`src/rtl/metp_pkg.sv`:
```
`default_nettype none
// ----------------------------------------------------------------------------
// metp_pkg
// Shared widths, constants and control types for the escape-time pixel block.
// ----------------------------------------------------------------------------
package metp_pkg;

  localparam int COORD_BITS  = 12;
  localparam int FRAC_BITS   = 28;

  localparam int PORT_COORD_BITS = 12;
  localparam int COL_BITS    = (COORD_BITS < PORT_COORD_BITS) ? COORD_BITS : PORT_COORD_BITS;
  localparam int ORIGIN_BITS = 32;
  localparam int STEP_BITS   = 31;
  localparam int ITER_BITS   = 16;
  localparam int SHADE_BITS  = 8;
  localparam int NUM_BITS    = ITER_BITS + SHADE_BITS;
  localparam int ARGB_BITS   = 32;

  // c = origin +/- coord*step
  localparam int CPROD_BITS  = COL_BITS + STEP_BITS;
  localparam int C_BITS      = ((ORIGIN_BITS > CPROD_BITS) ? ORIGIN_BITS : CPROD_BITS) + 2;

  // z components stay within +/-2 between iterations
  localparam int Z_BITS      = FRAC_BITS + 3;
  localparam int P_BITS      = 2 * Z_BITS;
  localparam int SH_BITS     = P_BITS + 1 - FRAC_BITS;
  localparam int N_BITS      = ((SH_BITS > C_BITS) ? SH_BITS : C_BITS) + 1;

  localparam logic signed [N_BITS-1:0] TWO_FX     = N_BITS'(2) << FRAC_BITS;
  localparam logic signed [N_BITS-1:0] NEG_TWO_FX = -TWO_FX;
  localparam logic [P_BITS:0]          FOUR_SQ    = (P_BITS + 1)'(1) << (2 * FRAC_BITS + 2);

  localparam logic [7:0]           ALPHA_FF   = 8'hFF;
  localparam logic [ARGB_BITS-1:0] ARGB_BLACK = 32'hFF00_0000;

  // configuration register indexes
  localparam int CFG_IDX_BITS = 3;
  localparam logic [CFG_IDX_BITS-1:0] CFG_ORIGIN_REAL = 3'd0;
  localparam logic [CFG_IDX_BITS-1:0] CFG_ORIGIN_IMAG = 3'd1;
  localparam logic [CFG_IDX_BITS-1:0] CFG_REAL_STEP   = 3'd2;
  localparam logic [CFG_IDX_BITS-1:0] CFG_IMAG_STEP   = 3'd3;
  localparam logic [CFG_IDX_BITS-1:0] CFG_MAX_ITER    = 3'd4;

  localparam logic signed [ORIGIN_BITS-1:0] RST_ORIGIN_REAL = -32'sd536870912;
  localparam logic signed [ORIGIN_BITS-1:0] RST_ORIGIN_IMAG = 32'sd335544320;
  localparam logic [STEP_BITS-1:0]          RST_REAL_STEP   = 31'd419430;
  localparam logic [STEP_BITS-1:0]          RST_IMAG_STEP   = 31'd419430;
  localparam logic [ITER_BITS-1:0]          RST_MAX_ITER    = 16'd256;

  typedef struct packed {
    logic load;       // form coordinate products
    logic sum;        // form c, clear z and count
    logic mul;        // square / cross products of z
    logic step;       // update z, test escape
    logic div_start;  // start shade division
  } metp_cmd_t;

  typedef struct packed {
    logic stop;
    logic esc;
    logic div_done;
  } metp_sts_t;

endpackage

`default_nettype wire

```
`src/rtl/metp_ctrl.sv`:
```
`default_nettype none
// ----------------------------------------------------------------------------
// metp_ctrl
// Sequencer: coordinate setup, multiply / step loop, shade division, result.
// ----------------------------------------------------------------------------
module metp_ctrl (
  input  wire logic                 clk,
  input  wire logic                 rst,
  input  wire logic                 start,
  output logic                      busy,
  output logic                      done,
  output metp_pkg::metp_cmd_t       cmd,
  input  wire metp_pkg::metp_sts_t  sts
);
  import metp_pkg::*;

  typedef enum logic [6:0] {
    ST_IDLE = 7'b0000001,
    ST_SUM  = 7'b0000010,
    ST_MUL  = 7'b0000100,
    ST_STEP = 7'b0001000,
    ST_DIVS = 7'b0010000,
    ST_DIVW = 7'b0100000,
    ST_DONE = 7'b1000000
  } state_t;

  state_t state;
  state_t state_next;

  always_comb begin
    state_next = state;
    case (state)
      ST_IDLE: begin
        if (start) begin
          state_next = ST_SUM;
        end
      end
      ST_SUM:  state_next = ST_MUL;
      ST_MUL:  state_next = ST_STEP;
      ST_STEP: begin
        if (!sts.stop) begin
          state_next = ST_MUL;
        end else if (sts.esc) begin
          state_next = ST_DIVS;
        end else begin
          state_next = ST_DONE;
        end
      end
      ST_DIVS: state_next = ST_DIVW;
      ST_DIVW: begin
        if (sts.div_done) begin
          state_next = ST_DONE;
        end
      end
      ST_DONE: state_next = ST_IDLE;
      default: state_next = ST_IDLE;
    endcase
  end

  always_ff @(posedge clk) begin
    if (rst) begin
      state <= ST_IDLE;
    end else begin
      state <= state_next;
    end
  end

  assign busy          = (state != ST_IDLE);
  assign done          = (state == ST_DONE);
  assign cmd.load      = (state == ST_IDLE) && start;
  assign cmd.sum       = (state == ST_SUM);
  assign cmd.mul       = (state == ST_MUL);
  assign cmd.step      = (state == ST_STEP);
  assign cmd.div_start = (state == ST_DIVS);

endmodule

`default_nettype wire

```
`config.mk`:
```
export PLATFORM = sky130hd
export DESIGN_NAME = metp_ctrl
export DESIGN_NICKNAME = d
export VERILOG_FILES = /design/src/rtl/metp_pkg.sv /design/src/rtl/metp_ctrl.sv
export SDC_FILE = /design/constraint.sdc
export NUM_CORES = 1
export LEC_CHECK = 0
export BUFFER_PORTS_ARGS = -buffer_cell sky130_fd_sc_hd__buf_4
export CAP_MARGIN = 10
export CORE_AREA = 2 2 39 41
export DETAILED_ROUTE_END_ITERATION = 8
export DIE_AREA = 0 0 41 43
export PLACE_DENSITY_LB_ADDON = 0.1
export SLEW_MARGIN = 5
export SYNTH_ARGS = -nofsm -noshare
export SYNTH_HDL_FRONTEND = slang
export SYNTH_SLANG_ARGS = --single-unit
```
`constraint.sdc`:
```
create_clock -name clk -period 2 [get_ports clk]
set_input_delay 0.5 -clock clk [delete_from_list [all_inputs] [get_ports clk]]
set_output_delay 0.5 -clock clk [all_outputs]
set_load 0.005 [all_outputs]
```
==> results_dict.tcl <==
set metrics [dict create \
    status "finished, violations left" \
    violations "setup timing" \
    crit_required_ns 1.50 \
    yosysWarningCount 0 \
    grt_max_degree 10 \
    layout.nets 79 \
    rows 14 \
    final_cells 88 \
    hold_start "rst" \
    ys.flop_type "dfxtp_1" \
    largest_reg_flops 7 \
    fin_crit_sh 1.017 \
    synth_area_per_cell_um2 8.783 \
    clockBufferDepth 2 \
    min_period_ns 2.034 \
    clk_latency_ns 0.26 \
    switching_share 0.2810 \
    wl_per_cell_um 13.56 \
    core_area_um2 1384 \
    crit_slowest_cell "or4_4" \
    via_count 468 \
    cts-root-buf "clkbuf_4" \
    hp-class "in2reg" \
    grt_pass1_wl_um 2063 \
    chipWidth_um 41 \
    syn_to_final_growth_pct 43.58 \
    grt_pass1_vias 460 \
    cap_violations 0 \
    grt_overflow 0 \
    dpl.hpwl_um 875.6 \
    final_common_cell "buf_4" \
    seq_power_share 0.407 \
    synth.cell_area_um2 447.9 \
    p_leak_nw 0.2920 \
    totalWireLength_um 1193 \
    vias_per_cell 5.318 \
    port_buffers 12 \
    switchingPower_mw 0.1040 \
    r2r_cells 4 \
    hold_slack_ns 0.4394 \
    ioPinCount 13 \
    seq_area_frac_synth 0.3128 \
    reg2reg_from "state[3]$_SDFFE_PP0P_" \
    worstMarginPinSlew_ns 0.2983 \
    antenna_found_initial 0 \
    combinationalPowerShare 0.227 \
    async_reset_ff_frac 0 \
    cts_tree "yes" \
    rsz0062_at_grt "yes" \
    maxSlewViolCount 0 \
    vdd_drop_max_mv 0.3101 \
    cts_sinks 7 \
    rr_endpoint "state[2]$_SDFFE_PP0P_" \
    die_area_um2 1763 \
    drc 0 \
    path_class "reg2out" \
    end_kind "output pin" \
    start_kind "flip-flop" \
    path_cells "or4_4 > nor4b_4 > buf_4" \
    synth_cells 51 \
    ant_nets 0 \
    setup_viol 2 \
    arrival_ns 1.53 \
    fillers 139 \
    intPower_mw 0.2661 \
    pre_cts_ws_ns 0.2330 \
    cts_htree_levels 1 \
    largestRegisters "state x7" \
    start_util 0.3237 \
    grt_usage 0.1771 \
    regMostFlops "state" \
    p_per_area_nw_per_um2 575.5 \
    clk_pin_slew_worst_paths_ns 0.06 \
    holdPathEnd "state[1]$_SDFFE_PP0P_" \
    ys_seq_elements 7 \
    diodes 0 \
    max_stage_delay_ns 0.56 \
    rrSetupSlack_ns 0.56 \
    final_cell_mix "buf_4 (21), dfxtp_1 (6), inv_1 (4)" \
    fin_tns_setup_ns -0.04085 \
    synth-edff-count 0 \
    drive_above_1_share 0.4306 \
    fmax_mhz 491.7 \
    slew_headroom 0.7983 \
    final-hold-violation-count 0 \
    cts_buffers 3 \
    die_h_um 43 \
    drtPass1Iterations 3 \
    placed_cells 83 \
    total_power_mw 0.3701 \
    syn-num-nets 57 \
    holdPathStages 2 \
    ys_types 26 \
    fin_worst_skew_ns 0.006132 \
    place.gp.congestion 0.7724 \
    drt_iter0_drc 4 \
    fin_ws_ns -0.03380 \
    pwr-share-clk 0.366 \
    crit_fanout 2 \
]
[cell usage after synthesis (2+ instances only)]
cell      count  area (um^2)
nand3_1       3        15.01
inv_1         4        15.01
buf_6         2        22.52
nor3b_1       2        15.01
and4b_1       2        20.02
nand2_1       2        7.510
nor4b_1       4        35.03
dfxtp_1       7        140.1
nor2_1        4        15.01
a21oi_1       2        10.01
nor3_1        3        15.01
clkbuf_1      2        7.510
[how the worst max path moves through the flow]
stage                                     start      to  slack, ns  cells past startpoint
after floorplan           state[4]$_SDFFE_PP0P_    done       0.26                      3
after detailed placement  state[3]$_SDFFE_PP0P_    done       0.23                      3
final                     state[3]$_SDFFE_PP0P_  cmd[3]      -0.03                      3
after global placement    state[3]$_SDFFE_PP0P_    done       0.24                      3
after global routing      state[3]$_SDFFE_PP0P_  cmd[3]       -0.1                      3
after CTS                 state[3]$_SDFFE_PP0P_  cmd[3]      -0.03                      3
[critical path: cells and delay by family (launching register included)]
kind / cells / cell delay (ns)
AND/OR/NAND/NOR: 2 / 0.81
buffers and inverters: 1 / 0.16
flip-flops: 1 / 0.31
[cells by family (layout without fill, tap and decap cells)]
logic type,Yosys count,after routing,share of synthesized area
AND/OR/NAND/NOR,25,25,0.4022
AO/OA/AOI/OAI,10,10,0.1648
buffers and inverters,8,29,0.1006
flip-flops,7,7,0.3128
XOR/XNOR,1,1,0.01956
[metrics by stage]
step / util / cell area, um^2
global placement: 0.4250 / 588.1
global route: 0.4647 / 643.1
CTS: 0.4557 / 630.6
finish: 0.4647 / 643.1
detailed placement: 0.4250 / 588.1
floorplan: - / 447.9
[routing by layer]
layer	global-route usage	up-vias	wire length, um
met4	0.09333	0	20
li1	-	234	-
met5	0	-	0
met2	0.2406	8	585
met1	0.2330	224	542
met3	0.06806	2	45
[power groups by stage]
stage / Sequential, mW / Combinational [mW] / Clock [mW]
2_1_floorplan: 0.149 / 0.0475 / 0
3_3_place_gp: 0.153 / 0.0812 / 0
3_5_place_dp: 0.152 / 0.0805 / 0
4_1_cts: 0.150 / 0.0828 / 0.139
5_1_grt: 0.151 / 0.0925 / 0.145
6_report: 0.151 / 0.0840 / 0.136
[cell type report]
type,instances,area [um^2],share of cell area
multi-input combinational,36,282.8,0.4397
clock buffer,4,26.28,0.04086
sequential,7,141.4,0.2198
tap,16,20.02,0.03113
inverter,4,15.01,0.02335
timing repair buffer,21,157.7,0.2451
[repair_timing]
action,4_1_cts,5_1_grt
setup endpoints to repair,3,5
resized for setup,2,3
setup buffers,1,0
pin swaps,0,0
hold buffers,0,0
Power figures use the tool's default switching activity.
